<file path="config.mk">
export PLATFORM = sky130hd
export DESIGN_NAME = lidar_wall_follow_controller
export DESIGN_NICKNAME = d
export VERILOG_FILES = /design/src/rtl/lwf_pkg.sv /design/src/rtl/lidar_wall_follow_controller.sv /design/src/rtl/lwf_front.sv /design/src/rtl/lwf_back.sv /design/src/rtl/lwf_result_queue.sv
export SDC_FILE = /design/constraint.sdc
export NUM_CORES = 1
export LEC_CHECK = 0
export ABC_AREA = 1
export BUFFER_PORTS_ARGS = -buffer_cell sky130_fd_sc_hd__buf_4
export CORE_MARGIN = 3
export CORE_UTILIZATION = 30
export DETAILED_ROUTE_END_ITERATION = 16
export PLACE_DENSITY = 0.44
export SLEW_MARGIN = 20
export SYNTH_ARGS = -nofsm -noshare
export SYNTH_HDL_FRONTEND = slang
export SYNTH_SLANG_ARGS = --single-unit
</file>
<file path="constraint.sdc">
create_clock -name clk -period 15.3 [get_ports clk]
set_clock_uncertainty 0.05 [all_clocks]
set_input_delay 1.53 -clock clk [delete_from_list [all_inputs] [get_ports clk]]
set_output_delay 1.53 -clock clk [all_outputs]
set_load 0.03 [all_outputs]
</file>
<file path="src/rtl/lwf_pkg.sv">
// Shared constants, types and codes of the lidar wall-follow controller.
`default_nettype none

package lwf_pkg;

    // Sector geometry
    localparam int SECTOR_COUNT   = 12;
    localparam int HALF_SECTOR    = 15;
    localparam int FULL_CIRCLE    = 360;
    localparam int SECTOR_WIDTH   = FULL_CIRCLE / SECTOR_COUNT;
    localparam int SECTOR_W       = $clog2(SECTOR_COUNT);
    localparam int ANGLE_W        = 9;
    localparam int RECIP_SHIFT    = 16;
    localparam int SECTOR_RECIP   = (1 << RECIP_SHIFT) / SECTOR_WIDTH + 1;
    localparam int PROD_W         = ANGLE_W + RECIP_SHIFT;

    // Sectors the follower looks at
    localparam int SEC_FRONT       = 0;
    localparam int SEC_FRONT_LEFT  = 1;
    localparam int SEC_LEFT_FRONT  = 2;
    localparam int SEC_LEFT        = SECTOR_COUNT / 4;
    localparam int SEC_FRONT_RIGHT = SECTOR_COUNT - 1;

    // Queue sizing between and after the two halves
    localparam int QUEUE_DEPTH = 2;
    localparam int QUEUE_PTR_W = $clog2(QUEUE_DEPTH);
    localparam int QUEUE_CNT_W = $clog2(QUEUE_DEPTH + 1);

    // Speed targets (mm/s) and turn targets (mrad/s)
    localparam int SPEED_W = 8;
    localparam int TURN_W  = 12;
    localparam logic [SPEED_W-1:0] CRUISE_SPEED  = 8'd200;
    localparam logic [SPEED_W-1:0] SEEK_SPEED    = 8'd150;
    localparam logic [SPEED_W-1:0] CORRECT_SPEED = 8'd100;
    localparam logic signed [TURN_W-1:0] NO_TURN            = 12'sd0;
    localparam logic signed [TURN_W-1:0] SEEK_TURN          = 12'sd1200;
    localparam logic signed [TURN_W-1:0] STEER_LEFT_TURN    = 12'sd1300;
    localparam logic signed [TURN_W-1:0] STEER_RIGHT_TURN   = -12'sd1200;
    localparam logic signed [TURN_W-1:0] TURN_RIGHT_RATE    = -12'sd600;

    // Q8 smoothing coefficients
    localparam int TSUM_W = 21;
    localparam int LSUM_W = 17;
    localparam logic signed [TSUM_W-1:0] K_TURN_KEEP   = 21'sd179;
    localparam logic signed [TSUM_W-1:0] K_TURN_TARGET = 21'sd26;
    localparam logic [LSUM_W-1:0]        K_LIN_KEEP    = 17'd77;
    localparam logic [LSUM_W-1:0]        K_LIN_TARGET  = 17'd128;

    typedef logic [15:0] range_t;
    typedef logic [SECTOR_W-1:0] sector_idx_t;

    typedef enum logic {
        KIND_SAMPLE = 1'b0,
        KIND_TICK   = 1'b1
    } kind_t;

    typedef enum logic [1:0] {
        MODE_FOLLOW     = 2'd0,
        MODE_TURN_RIGHT = 2'd1,
        MODE_SEEK_LEFT  = 2'd2,
        MODE_HALT       = 2'd3
    } mode_t;

    typedef enum logic [2:0] {
        CFG_RANGE_MAX   = 3'd0,
        CFG_FRONT_BLOCK = 3'd1,
        CFG_DIAG_BLOCK  = 3'd2,
        CFG_DIAG_CORR   = 3'd3,
        CFG_LEFT_OPEN   = 3'd4,
        CFG_LEFT_CAPT   = 3'd5,
        CFG_CLEAR_FRONT = 3'd6,
        CFG_CLEAR_DIAG  = 3'd7
    } cfg_idx_t;

    localparam int CFG_IDX_W = 3;

    typedef struct packed {
        kind_t                kind;
        logic [ANGLE_W-1:0]   beam_angle;
        range_t               range_mm;
        logic                 first_beam;
        logic                 last_beam;
        logic                 home_reached;
    } request_t;

    typedef struct packed {
        logic [SPEED_W-1:0]        linear_speed;
        logic signed [TURN_W-1:0]  turn_rate;
        mode_t                     mode;
    } command_t;

    // Classified item passed from the front to the back
    typedef struct packed {
        kind_t       kind;
        logic        sector_hit;
        sector_idx_t sector;
        range_t      range_mm;
        logic        first_beam;
        logic        last_beam;
        logic        home_reached;
    } work_t;

    typedef struct packed {
        range_t range_max_mm;
        range_t front_block_mm;
        range_t diag_block_mm;
        range_t diag_correct_mm;
        range_t left_open_mm;
        range_t left_capture_mm;
        range_t clear_front_mm;
        range_t clear_diag_mm;
    } cfg_t;

    localparam cfg_t CFG_RESET = '{
        range_max_mm:    16'd3500,
        front_block_mm:  16'd420,
        diag_block_mm:   16'd300,
        diag_correct_mm: 16'd400,
        left_open_mm:    16'd600,
        left_capture_mm: 16'd500,
        clear_front_mm:  16'd800,
        clear_diag_mm:   16'd450
    };

endpackage

`default_nettype wire

</file>
<file path="src/rtl/lidar_wall_follow_controller.sv">
// Top level of the lidar wall-follow controller: config bank, front, back, result queue.
`default_nettype none

//  channel   direction  handshake            payload
//  request   in         push / full          request_t  (sample or tick)
//  command   out        empty / pop          command_t  (one per tick)
//  config    in         cfg_we               cfg_addr, cfg_wdata
//
//  One item per cycle sustained while no tick waits: each accepted item lands
//  in a two-entry front queue, and the back retires one per cycle from there.
//  A sample never waits on the result side; a tick waits only while the
//  two-entry result queue is full. A command passes through the front queue and
//  the result queue before it shows on the result ports.
//  Reset clears the queues, the follower mode, the smoothed speeds and the
//  sector minima, and loads the config defaults. No clearing pass is needed.

module lidar_wall_follow_controller (
    input  wire logic                            clk,
    input  wire logic                            rst_n,
    input  wire logic                            push,
    output logic                                 full,
    input  wire lwf_pkg::request_t               request,
    output logic                                 empty,
    input  wire logic                            pop,
    output lwf_pkg::command_t                    command,
    input  wire logic                            cfg_we,
    input  wire logic [lwf_pkg::CFG_IDX_W-1:0]   cfg_addr,
    input  wire logic [15:0]                     cfg_wdata
);
    import lwf_pkg::*;

    cfg_t     cfg_reg, cfg_next;
    logic     work_valid;
    work_t    work;
    logic     work_take;
    logic     res_push;
    command_t res;
    logic     res_full;

    // Config bank: one threshold per cycle; user writes only while idle (not enforced)
    always_comb
    begin
        cfg_next = cfg_reg;
        if (cfg_we)
        begin
            case (cfg_idx_t'(cfg_addr))
                CFG_RANGE_MAX:   cfg_next.range_max_mm    = cfg_wdata;
                CFG_FRONT_BLOCK: cfg_next.front_block_mm  = cfg_wdata;
                CFG_DIAG_BLOCK:  cfg_next.diag_block_mm   = cfg_wdata;
                CFG_DIAG_CORR:   cfg_next.diag_correct_mm = cfg_wdata;
                CFG_LEFT_OPEN:   cfg_next.left_open_mm    = cfg_wdata;
                CFG_LEFT_CAPT:   cfg_next.left_capture_mm = cfg_wdata;
                CFG_CLEAR_FRONT: cfg_next.clear_front_mm  = cfg_wdata;
                CFG_CLEAR_DIAG:  cfg_next.clear_diag_mm   = cfg_wdata;
                default:         cfg_next = cfg_reg;
            endcase
        end
    end

    always_ff @(posedge clk or negedge rst_n)
    begin
        if (!rst_n)
        begin
            cfg_reg <= CFG_RESET;
        end
        else
        begin
            cfg_reg <= cfg_next;
        end
    end

    // Front: accept and classify by sector
    lwf_front u_front (
        .clk        (clk),
        .rst_n      (rst_n),
        .push       (push),
        .full       (full),
        .request    (request),
        .work_valid (work_valid),
        .work       (work),
        .work_take  (work_take)
    );

    // Back: minima update on samples, follower step on ticks
    lwf_back u_back (
        .clk        (clk),
        .rst_n      (rst_n),
        .cfg        (cfg_reg),
        .work_valid (work_valid),
        .work       (work),
        .work_take  (work_take),
        .res_push   (res_push),
        .res        (res),
        .res_full   (res_full)
    );

    // Hold commands until the consumer pops them
    lwf_result_queue u_result_queue (
        .clk      (clk),
        .rst_n    (rst_n),
        .res_push (res_push),
        .res      (res),
        .res_full (res_full),
        .empty    (empty),
        .pop      (pop),
        .command  (command)
    );

endmodule

`default_nettype wire

</file>
<file path="src/rtl/lwf_front.sv">
// Front half: accepts items, maps beam angles to sectors, queues classified items.
`default_nettype none

module lwf_front (
    input  wire logic              clk,
    input  wire logic              rst_n,
    input  wire logic              push,
    output logic                   full,
    input  wire lwf_pkg::request_t request,
    output logic                   work_valid,
    output lwf_pkg::work_t         work,
    input  wire logic              work_take
);
    import lwf_pkg::*;

    work_t                  q_reg [QUEUE_DEPTH];
    logic [QUEUE_PTR_W-1:0] wr_ptr_reg, wr_ptr_next;
    logic [QUEUE_PTR_W-1:0] rd_ptr_reg, rd_ptr_next;
    logic [QUEUE_CNT_W-1:0] cnt_reg, cnt_next;

    logic [ANGLE_W-1:0] shifted;
    logic [PROD_W-1:0]  prod;
    logic [ANGLE_W-1:0] sector_full;
    work_t              cls;
    logic               accept;

    // Rotate by half a sector so sector 0 wraps through zero
    always_comb
    begin
        shifted = request.beam_angle + ANGLE_W'(HALF_SECTOR);
        if (shifted >= ANGLE_W'(FULL_CIRCLE))
        begin
            shifted = shifted - ANGLE_W'(FULL_CIRCLE);
        end
        prod        = PROD_W'(shifted) * PROD_W'(SECTOR_RECIP);
        sector_full = ANGLE_W'(prod >> RECIP_SHIFT);
    end

    always_comb
    begin
        cls.kind         = request.kind;
        cls.sector_hit   = (request.beam_angle < ANGLE_W'(FULL_CIRCLE)) &&
                           (sector_full < ANGLE_W'(SECTOR_COUNT));
        cls.sector       = SECTOR_W'(sector_full);
        cls.range_mm     = request.range_mm;
        cls.first_beam   = request.first_beam;
        cls.last_beam    = request.last_beam;
        cls.home_reached = request.home_reached;
    end

    assign full       = (cnt_reg == QUEUE_CNT_W'(QUEUE_DEPTH));
    assign accept     = push && !full;
    assign work_valid = (cnt_reg != '0);
    assign work       = q_reg[rd_ptr_reg];

    always_comb
    begin
        wr_ptr_next = wr_ptr_reg;
        rd_ptr_next = rd_ptr_reg;
        cnt_next    = cnt_reg;
        if (accept)
        begin
            wr_ptr_next = (wr_ptr_reg == QUEUE_PTR_W'(QUEUE_DEPTH - 1)) ? '0 : wr_ptr_reg + 1'b1;
        end
        if (work_take)
        begin
            rd_ptr_next = (rd_ptr_reg == QUEUE_PTR_W'(QUEUE_DEPTH - 1)) ? '0 : rd_ptr_reg + 1'b1;
        end
        if (accept && !work_take)
        begin
            cnt_next = cnt_reg + 1'b1;
        end
        else if (!accept && work_take)
        begin
            cnt_next = cnt_reg - 1'b1;
        end
    end

    always_ff @(posedge clk or negedge rst_n)
    begin
        if (!rst_n)
        begin
            wr_ptr_reg <= '0;
            rd_ptr_reg <= '0;
            cnt_reg    <= '0;
        end
        else
        begin
            wr_ptr_reg <= wr_ptr_next;
            rd_ptr_reg <= rd_ptr_next;
            cnt_reg    <= cnt_next;
        end
    end

    always_ff @(posedge clk)
    begin
        if (accept)
        begin
            q_reg[wr_ptr_reg] <= cls;
        end
    end

    a_cnt_bound: assert property (@(posedge clk) disable iff (!rst_n)
        cnt_reg <= QUEUE_CNT_W'(QUEUE_DEPTH))
        else $error("front queue count overflow");

    a_take_needs_item: assert property (@(posedge clk) disable iff (!rst_n)
        work_take |-> work_valid)
        else $error("back took from an empty front queue");

    a_cnt_tracks: assert property (@(posedge clk) disable iff (!rst_n)
        (accept && !work_take) |=> cnt_reg == $past(cnt_reg) + 1'b1)
        else $error("front queue count did not advance on push");

endmodule

`default_nettype wire

</file>
<file path="src/rtl/lwf_back.sv">
// Back half: sector minima bookkeeping and the follower state machine.
`default_nettype none

module lwf_back (
    input  wire logic           clk,
    input  wire logic           rst_n,
    input  wire lwf_pkg::cfg_t  cfg,
    input  wire logic           work_valid,
    input  wire lwf_pkg::work_t work,
    output logic                work_take,
    output logic                res_push,
    output lwf_pkg::command_t   res,
    input  wire logic           res_full
);
    import lwf_pkg::*;

    range_t wm_reg [SECTOR_COUNT];
    range_t wm_next [SECTOR_COUNT];
    range_t sm_reg [SECTOR_COUNT];

    mode_t                     state_reg, state_next;
    logic [SPEED_W-1:0]        sl_reg, sl_next;
    logic signed [TURN_W-1:0]  st_reg, st_next;

    logic is_tick, take_sample, take_tick;
    range_t fr, fl, frr, lf, lt;
    logic blocked, steer_left, steer_right, left_open, captured, cleared;
    logic [SPEED_W-1:0]       tgt_lin;
    logic signed [TURN_W-1:0] tgt_turn;
    logic                     smooth_en;
    logic signed [TSUM_W-1:0] tsum;
    logic [LSUM_W-1:0]        lsum;

    function automatic logic near_hit(input range_t v, input range_t limit);
        near_hit = (v < limit) && (v != '0);
    endfunction

    function automatic logic clear_or_none(input range_t v, input range_t limit);
        clear_or_none = (v > limit) || (v == '0);
    endfunction

    assign is_tick     = (work.kind == KIND_TICK);
    assign work_take   = work_valid && (!is_tick || !res_full);
    assign take_sample = work_take && !is_tick;
    assign take_tick   = work_take && is_tick;
    assign res_push    = take_tick;

    // Load on first beam, then fold the sample into its sector
    always_comb
    begin
        for (int i = 0; i < SECTOR_COUNT; i++)
        begin
            wm_next[i] = work.first_beam ? cfg.range_max_mm : wm_reg[i];
            if (work.sector_hit && (work.sector == SECTOR_W'(i)) &&
                (work.range_mm < wm_next[i]))
            begin
                wm_next[i] = work.range_mm;
            end
        end
    end

    always_ff @(posedge clk or negedge rst_n)
    begin
        if (!rst_n)
        begin
            for (int i = 0; i < SECTOR_COUNT; i++)
            begin
                wm_reg[i] <= '1;
                sm_reg[i] <= '0;
            end
        end
        else if (take_sample)
        begin
            for (int i = 0; i < SECTOR_COUNT; i++)
            begin
                wm_reg[i] <= wm_next[i];
                if (work.last_beam)
                begin
                    sm_reg[i] <= wm_next[i];
                end
            end
        end
    end

    assign fr  = sm_reg[SEC_FRONT];
    assign fl  = sm_reg[SEC_FRONT_LEFT];
    assign frr = sm_reg[SEC_FRONT_RIGHT];
    assign lf  = sm_reg[SEC_LEFT_FRONT];
    assign lt  = sm_reg[SEC_LEFT];

    assign blocked     = near_hit(fr, cfg.front_block_mm) || near_hit(fl, cfg.diag_block_mm) ||
                         near_hit(frr, cfg.diag_block_mm);
    assign steer_left  = near_hit(frr, cfg.diag_correct_mm);
    assign steer_right = near_hit(fl, cfg.diag_correct_mm);
    assign left_open   = (lf > cfg.left_open_mm) || ((lf == '0) && (lt != '0));
    assign captured    = near_hit(lf, cfg.left_capture_mm) || near_hit(fl, cfg.left_capture_mm) ||
                         near_hit(fr, cfg.left_capture_mm);
    assign cleared     = (fr > cfg.clear_front_mm) ||
                         (clear_or_none(fr, cfg.clear_front_mm) &&
                          clear_or_none(fl, cfg.clear_diag_mm) &&
                          clear_or_none(frr, cfg.clear_diag_mm));

    // Next state
    always_comb
    begin
        state_next = state_reg;
        if (take_tick)
        begin
            case (state_reg)
                MODE_HALT:
                begin
                    state_next = MODE_HALT;
                end
                MODE_TURN_RIGHT:
                begin
                    if (work.home_reached)
                        state_next = MODE_HALT;
                    else if (cleared)
                        state_next = MODE_FOLLOW;
                end
                MODE_SEEK_LEFT:
                begin
                    if (work.home_reached)
                        state_next = MODE_HALT;
                    else if (captured)
                        state_next = MODE_FOLLOW;
                end
                MODE_FOLLOW:
                begin
                    if (work.home_reached)
                        state_next = MODE_HALT;
                    else if (blocked)
                        state_next = MODE_TURN_RIGHT;
                    else if (!steer_left && !steer_right && left_open)
                        state_next = MODE_SEEK_LEFT;
                end
                default:
                begin
                    state_next = state_reg;
                end
            endcase
        end
    end

    // Targets and command
    always_comb
    begin
        tgt_lin          = CRUISE_SPEED;
        tgt_turn         = NO_TURN;
        smooth_en        = 1'b0;
        res.linear_speed = '0;
        res.turn_rate    = NO_TURN;
        res.mode         = state_next;
        if (work.home_reached || (state_reg == MODE_HALT))
        begin
            smooth_en = 1'b0;
        end
        else
        begin
            case (state_reg)
                MODE_TURN_RIGHT:
                begin
                    res.turn_rate = TURN_RIGHT_RATE;
                end
                MODE_SEEK_LEFT:
                begin
                    tgt_lin   = SEEK_SPEED;
                    tgt_turn  = SEEK_TURN;
                    smooth_en = 1'b1;
                end
                MODE_FOLLOW:
                begin
                    smooth_en = 1'b1;
                    if (!blocked && steer_left)
                    begin
                        tgt_lin  = CORRECT_SPEED;
                        tgt_turn = STEER_LEFT_TURN;
                    end
                    else if (!blocked && steer_right)
                    begin
                        tgt_lin  = CORRECT_SPEED;
                        tgt_turn = STEER_RIGHT_TURN;
                    end
                end
                default:
                begin
                    smooth_en = 1'b0;
                end
            endcase
            if (smooth_en)
            begin
                res.linear_speed = sl_next;
                res.turn_rate    = st_next;
            end
        end
    end

    // Q8 smoothing, floor by arithmetic shift
    assign tsum = TSUM_W'(st_reg) * K_TURN_KEEP + TSUM_W'(tgt_turn) * K_TURN_TARGET;
    assign lsum = LSUM_W'(sl_reg) * K_LIN_KEEP + LSUM_W'(tgt_lin) * K_LIN_TARGET;
    assign st_next = TURN_W'(tsum >>> 8);
    assign sl_next = SPEED_W'(lsum >> 8);

    always_ff @(posedge clk or negedge rst_n)
    begin
        if (!rst_n)
        begin
            state_reg <= MODE_FOLLOW;
            sl_reg    <= '0;
            st_reg    <= '0;
        end
        else
        begin
            state_reg <= state_next;
            if (take_tick && smooth_en)
            begin
                sl_reg <= sl_next;
                st_reg <= st_next;
            end
        end
    end

    a_halt_sticky: assert property (@(posedge clk) disable iff (!rst_n)
        state_reg == MODE_HALT |=> state_reg == MODE_HALT)
        else $error("halt left without reset");

    a_halt_zero: assert property (@(posedge clk) disable iff (!rst_n)
        res_push && (res.mode == MODE_HALT) |-> (res.linear_speed == '0) && (res.turn_rate == '0))
        else $error("halted command carries motion");

    a_turn_keeps_smooth: assert property (@(posedge clk) disable iff (!rst_n)
        take_tick && (state_reg == MODE_TURN_RIGHT) |=> $stable(sl_reg) && $stable(st_reg))
        else $error("smoothed speeds moved during right turn");

    a_push_room: assert property (@(posedge clk) disable iff (!rst_n)
        res_push |-> !res_full)
        else $error("command pushed into a full result queue");

endmodule

`default_nettype wire

</file>
<file path="src/rtl/lwf_result_queue.sv">
// Two-entry queue that holds velocity commands until they are popped.
`default_nettype none

module lwf_result_queue (
    input  wire logic              clk,
    input  wire logic              rst_n,
    input  wire logic              res_push,
    input  wire lwf_pkg::command_t res,
    output logic                   res_full,
    output logic                   empty,
    input  wire logic              pop,
    output lwf_pkg::command_t      command
);
    import lwf_pkg::*;

    command_t               q_reg [QUEUE_DEPTH];
    logic [QUEUE_PTR_W-1:0] wr_ptr_reg, wr_ptr_next;
    logic [QUEUE_PTR_W-1:0] rd_ptr_reg, rd_ptr_next;
    logic [QUEUE_CNT_W-1:0] cnt_reg, cnt_next;
    logic                   do_pop;

    assign res_full = (cnt_reg == QUEUE_CNT_W'(QUEUE_DEPTH));
    assign empty    = (cnt_reg == '0);
    assign do_pop   = pop && !empty;
    assign command  = q_reg[rd_ptr_reg];

    always_comb
    begin
        wr_ptr_next = wr_ptr_reg;
        rd_ptr_next = rd_ptr_reg;
        cnt_next    = cnt_reg;
        if (res_push)
        begin
            wr_ptr_next = (wr_ptr_reg == QUEUE_PTR_W'(QUEUE_DEPTH - 1)) ? '0 : wr_ptr_reg + 1'b1;
        end
        if (do_pop)
        begin
            rd_ptr_next = (rd_ptr_reg == QUEUE_PTR_W'(QUEUE_DEPTH - 1)) ? '0 : rd_ptr_reg + 1'b1;
        end
        if (res_push && !do_pop)
        begin
            cnt_next = cnt_reg + 1'b1;
        end
        else if (!res_push && do_pop)
        begin
            cnt_next = cnt_reg - 1'b1;
        end
    end

    always_ff @(posedge clk or negedge rst_n)
    begin
        if (!rst_n)
        begin
            wr_ptr_reg <= '0;
            rd_ptr_reg <= '0;
            cnt_reg    <= '0;
        end
        else
        begin
            wr_ptr_reg <= wr_ptr_next;
            rd_ptr_reg <= rd_ptr_next;
            cnt_reg    <= cnt_next;
        end
    end

    always_ff @(posedge clk)
    begin
        if (res_push)
        begin
            q_reg[wr_ptr_reg] <= res;
        end
    end

    a_cnt_bound: assert property (@(posedge clk) disable iff (!rst_n)
        cnt_reg <= QUEUE_CNT_W'(QUEUE_DEPTH))
        else $error("result queue count overflow");

    a_head_holds: assert property (@(posedge clk) disable iff (!rst_n)
        !empty && !pop |=> $stable(command))
        else $error("result head changed while waiting");

    a_pop_frees: assert property (@(posedge clk) disable iff (!rst_n)
        (do_pop && !res_push) |=> !res_full)
        else $error("result queue still full after pop");

endmodule

`default_nettype wire

</file>
==> metrics.md, run 1 <==
| Metric | Value |
|---|---|
| Vias | between 20000 and 25000 |
| All-Layer GR Usage | 17.4% |
| CTS buffer count | 51 |
| DP Area | approximately 31000 um^2 |
| WP data arrival | between 7 and 8 ns |
| Achievable frequency | 134 MHz |
| Final Hold Vio Count | 0 |
| Vias in the first global route | ~24000 |
| Worst hold path type | reg -> reg |
| WP data required | around 16 ns |
| Clock Latency Late Sink | ~0.62 ns |
| Largest register FFs | approximately 130 |
| Core ar. | a little under 100000 um^2 |
| Clk slew on worst S/H paths | ~0.06 ns |
| Hold Crit Depth | 2 |
| Critical path endpoint category | register |
| Die area | around 100000 um^2 |
| RSZ-0062 raised after global routing | false |
| Nets | 4202 |
| Crit path max fanout | 7 |
| Initial Utilization | around 30% |
| Setup TNS | 0 ns |
| Die width | roughly 320 um |
| Residual DRC count | 0 |
| GP Congestion | 0.840 |
| Max cap viols | 0 |
| Final instance area | roughly 33000 um^2 |
| # setup viols final | 0 |
| Drt first-iter violations | ~1700 |
| Worst R2R Start | u_back.fl[1] |
| Critical path class | reg -> reg |
| Reg2reg end | u_result_queue.q_reg[0][12] |
| CTS H-tree depth | 2 |
| Routed length per instance | roughly 18 um |
| CTS root buffer | clkbuf_16 |
| Number of port buffers | 76 |
| Layout overhead on the synthesized area | 12.0% |
| Crit-path max cell delay | 0.58 ns |
| Routed Antenna Nets | 0 |
| Final WS setup | 7.83 ns |
| I/O Pins | between 70 and 80 |
| Post-synthesis sequential area ratio | a little under two fifths |
| Syn Area/Cell | 8.13 um^2 |
| Post-CTS Resized | 0 |
| Vias per cell | roughly 4.8 |
| FP Rows | ~110 |
| Synth Register Bits | slightly above 400 |
| First-pass detailed-route iteration total | 6 |
| Post-CTS Hold Buffers | 0 |
| Number of flops mapped to enable cells by yosys | 94 |
| Clk sinks | between 400 and 500 |
| Final Max Slew Viols | 0 |
| Gate count after technology mapping | about 3600 |
| Share of flip-flops with an asynchronous set or reset | 77.2% |
| Count of cell types in the netlist | 67 |
| HP Start | u_back.wm_reg[129] |
| Status | complete, no violations |
| Remaining global-route overflow | 0 |
| Post-synth top flop | dfrtp_1 |
| Share of layout cells above drive strength 1 | between 10% and 20% |
| Initial antenna violation count | 0 |
| First-pass GRT wire length | 140000 um |
| Final WL | between 80000 and 90000 um |
| Hpwl dp | approximately 67000 um |
| Mapped cell area | between 20000 and 30000 um^2 |
| Slew margin rel. | between 30% and 40% |
| Warnings from Yosys | 0 |
| R2r setup slk | 7.83 ns |
| Antenna diode count | 0 |
| Post-CTS setup buffer count | 0 |
| Setup WS pre-CTS | a little under 8 ns |
| Crit path launch type | register |
| Die Y | roughly 320 um |
| Worst-Margin Slew | 1.04 ns |
| Largest net degree at the start of global routing | 153 |
| Fin crit share | about half |
| CTS max path bufs | 3 |
| Hold slack | between 0.4 and 0.5 ns |
| Worst path slowest cell | a2111oi_0 |
| WHS Endpoint | u_back.wm_reg[129] |
| Tmin final | around 7.5 ns |
| Reg2Reg Depth | 33 |
| CTS tree | done |
[cells in the mapped netlist (all sizes together) (17+ instances only)]
cell type	number	area (um^2)
a21oi	157	786
o21ai	217	1110
nor2	153	592
xor2	20	175
edfxtp	94	2820
nor3	17	85.1
buf	34	203
nand4	29	206
fa	63	1260
inv	467	1760
clkbuf	70	263
nand3	388	1950
dfstp	115	3020
dfrtp	203	5080
ha	406	5080
or2	22	138
nand2	1054	4030
[cells in the final DEF, fill, tap and decap left out, types with 6 or more instances in the layout]
master	Yosys	final
a211oi_1	10	10
a21o_1	6	6
a21oi_1	157	157
a31oi_1	6	6
buf_4	3	100
clkbuf_1	70	17
clkbuf_16	0	51
clkbuf_8	0	8
clkinv_1	3	8
clkinv_2	1	11
dfrtp_1	203	203
dfstp_2	115	115
edfxtp_1	94	94
fa_1	63	63
ha_1	406	406
inv_1	460	459
inv_2	6	6
nand2_1	1031	1029
nand2_2	19	21
nand3_1	386	386
nand4_1	25	25
nor2_1	146	141
nor2_2	7	11
nor3_1	17	16
nor4_1	14	14
o211ai_1	12	12
o21a_1	8	8
o21ai_0	190	190
o21ai_1	23	23
or2_2	18	18
xnor2_1	13	13
xor2_1	20	20
[critical path: cells and delay by family, from the launching register on]
kind            cells  cell delay (ns)
fa+ha+maj           7             2.38
xor+xnor            1             0.16
buf+inv             4             0.35
flops               1             0.45
simple gates       12             1.91
compound gates      9             1.90
[layer usage]
metal	up-vias	share of wire, %	routed length [um]	GRT usage, %
met2	421	42	37000	26.2
met4	0	1.8	1580	3.32
met3	89	4.4	3840	1.98
li1	12053	-	-	-
met5	-	0	0	0
met1	11203	52	45900	26.7
[final cells by class]
cell class                 instances  area (um^2)
sequential                       412        10900
fill                           10250        64100
timing repair buffer             102          786
clock buffer                      76         1450
inverter                         471         1770
tap                             1276         1600
multi-input combinational       2642        16400
clock inverter                    19          154
[worst max path at each step]
| stage | from | endpoint | slack (ns) | depth (start not counted) |
|---|---|---|---|---|
| after floorplan | cfg_reg[103] | u_result_queue.q_reg[0][12] | 8.93 | 36 |
| after global placement | u_back.fl[1] | u_result_queue.q_reg[0][12] | 7.95 | 33 |
| after detailed placement | u_back.fl[1] | u_result_queue.q_reg[0][12] | 7.82 | 31 |
| after CTS | u_back.fl[1] | u_result_queue.q_reg[0][12] | 7.78 | 31 |
| after global routing | u_front.rd_ptr_reg | u_result_queue.q_reg[0][12] | 6.99 | 30 |
| final | u_back.fl[1] | u_result_queue.q_reg[0][12] | 7.83 | 33 |
[per-stage QoR]
stage	utilization, %	instances
after floorplan	-	3629
after global placement	32.4	4903
after detailed placement	32.4	4903
after CTS	34.0	4998
after global routing	34.0	4998
final	34.0	4998
[kinds of logic (layout without fill, tap and decap cells)]
| family | after synthesis | after routing | synth area share [%] |
|---|---|---|---|
| other | 1 | 2 | 0.0127 |
| adders and majority gates | 469 | 469 | 21.5 |
| DFF | 412 | 412 | 37.0 |
| buffers and inverters | 575 | 668 | 7.58 |
| and+or+nand+nor | 1691 | 1691 | 24.5 |
| xor gates and xnor gates | 33 | 33 | 0.979 |
| AOI/OAI and AO/OA | 446 | 446 | 8.39 |
| muxes | 1 | 1 | 0.0339 |
Power of run 1 is left out: the tool's default activity adds up to more than one toggle a clock period on the data nets, which glitch-free logic cannot reach.
==> inputs of run 2 (changes only) <==
--- a/config.mk
+++ b/config.mk
@@ -10,7 +10,7 @@
 export CORE_MARGIN = 3
 export CORE_UTILIZATION = 30
 export DETAILED_ROUTE_END_ITERATION = 16
-export PLACE_DENSITY = 0.44
+export PLACE_DENSITY = 0.46
 export SLEW_MARGIN = 20
 export SYNTH_ARGS = -nofsm -noshare
 export SYNTH_HDL_FRONTEND = slang
==> constraint.sdc (replaced) <==
create_clock -name clk -period 6.8 [get_ports clk]
set_clock_uncertainty 0.05 [all_clocks]
set_input_delay 0.68 -clock clk [delete_from_list [all_inputs] [get_ports clk]]
set_output_delay 0.68 -clock clk [all_outputs]
set_load 0.03 [all_outputs]
==> metrics.md, run 2 (same netlist as run 1, synthesis figures left out) <==
| Metric | Value |
|---|---|
| Critical path endpoint category | register |
| Max cap viols | 0 |
| # setup viols final | 0 |
| Commonest non-fill, non-tap cells in the layout | nand2_1, inv_1, ha_1 |
| Worst-Margin Slew | 1.09 ns |
| Nets | 4234 |
| Die Y | roughly 320 um |
| Commonest non-fill, non-tap cell in the layout | nand2_1 |
| Core ar. | around 100000 um^2 |
| Final Hold Vio Count | 0 |
| Setup TNS | 0 ns |
| Vias in the first global route | around 24000 |
| Fin crit share | a little over nine tenths |
| Clk slew on worst S/H paths | about 0.06 ns |
| Clock Latency Late Sink | roughly 0.61 ns |
| First-pass detailed-route iteration total | 5 |
| Number of port buffers | 76 |
| Achievable frequency | 156 MHz |
| Share of layout cells above drive strength 1 | a little under an eighth |
| Worst hold path type | in -> reg |
| CTS buffer count | 50 |
| CTS H-tree depth | 2 |
| Largest register FFs | approximately 130 |
| WP data required | 7.10 ns |
| GP Congestion | around 0.8 |
| Crit path max fanout | 4 |
| Hpwl dp | 65400 um |
| Initial antenna violation count | 0 |
| WP data arrival | 6.70 ns |
| Routed length per instance | 17.1 um |
| Fillers | 10208 |
| Residual DRC count | 0 |
| CP dominant cell by count | nor2_1 |
| Slew margin rel. | between 20% and 30% |
| Final Max Slew Viols | 0 |
| Worst path slowest cell | fa_1 |
| All-Layer GR Usage | between 10% and 20% |
| Largest net degree at the start of global routing | 138 |
| Drt first-iter violations | between 1000 and 1500 |
| FP Rows | 114 |
| Status | complete, no violations |
| Routed Antenna Nets | 0 |
| Crit-path max cell delay | slightly below 0.6 ns |
| Initial Utilization | between 30% and 40% |
| Layout overhead on the synthesized area | 13.8% |
| Vias per cell | 4.75 |
| Die width | approximately 320 um |
| CTS tree | done |
| Critical path class | reg -> reg |
| Clk sinks | between 400 and 500 |
| Tmin final | approximately 6.4 ns |
| CTS max path bufs | 3 |
| Vias | 23924 |
| First-pass GRT wire length | ~140000 um |
| CTS root buffer | clkbuf_16 |
| Remaining global-route overflow | 0 |
| Crit path launch type | register |
| I/O Pins | a little under 80 |
| Die area | about 100000 um^2 |
| Final WL | 86000 um |
==> run 2: path summary, 6_finish.rpt <==
kind                                    startpoint  depth (start not counted)  slack [ns]                     endpoint
worst max-delay path                   cfg_reg[85]                         38        0.40  u_result_queue.q_reg[0][12]
worst min-delay path                    request[5]                          1        0.22          u_front.q_reg[1][5]
worst min register to register  u_back.wm_reg[145]                          2        0.42           u_back.wm_reg[145]
worst max register to register         cfg_reg[85]                         38        0.40  u_result_queue.q_reg[0][12]
max in group asynchronous                    rst_n                          3        4.92                 u_back.fl[3]
min in group asynchronous                    rst_n                          2        0.59                 u_back.lt[1]
==> run 2: per-stage QoR <==
stage / setup slack (ns) / cell area [um^2] / cells / hold WS (ns) / util [%]
2_1_floorplan: 0.429 / 29500 / 3629 / 0.334 / -
3_3_place_gp: 0.130 / 31700 / 4933 / 0.407 / 32.6
3_5_place_dp: 0.136 / 31700 / 4933 / 0.407 / 32.6
4_1_cts: 0.121 / 33400 / 5026 / 0.177 / 34.4
5_1_grt: -0.0437 / 33600 / 5028 / 0.195 / 34.6
6_report: 0.405 / 33600 / 5032 / 0.222 / 34.6
==> run 2: layout make-up <==
type / instances / area (um^2) / share of cell area, %
Antenna cell: 4 / 10.0 / 0.0298
Clock buffer: 70 / 1420 / 4.22
Clock inverter: 22 / 282 / 0.838
Inverter: 471 / 1770 / 5.28
Multi-Input combinational cell: 2642 / 16500 / 49.2
Sequential cell: 412 / 10900 / 32.5
Tap cell: 1276 / 1600 / 4.75
Timing Repair Buffer: 135 / 1060 / 3.16
==> run 2: critical path, delay by kind of cell (launching register included) <==
| kind | cells | cell delay [ns] |
|---|---|---|
| adder cells (fa/ha/maj) | 7 | 2.29 |
| buffers and inverters | 6 | 0.46 |
| AND/OR/NAND/NOR | 17 | 1.43 |
| AO/OA/AOI/OAI | 7 | 1.19 |
| XOR/XNOR | 1 | 0.19 |
| flip-flops | 1 | 0.53 |
==> run 2: per-layer routing <==
metal  part of all wire, %  GRT usage, %
met1                    52          25.7
met2                    42          25.4
met4                   1.5          3.37
met3                   4.8          2.70
met5                     0             0
==> run 2: timing repair <==
action	4_1_cts	5_1_grt
endpoints found under the setup margin	0	18
resized for setup	0	30
setup buffers	0	2
hold endpoints to repair	22	0
hold buffers	1	0
Power of run 2 is left out for the same reason.
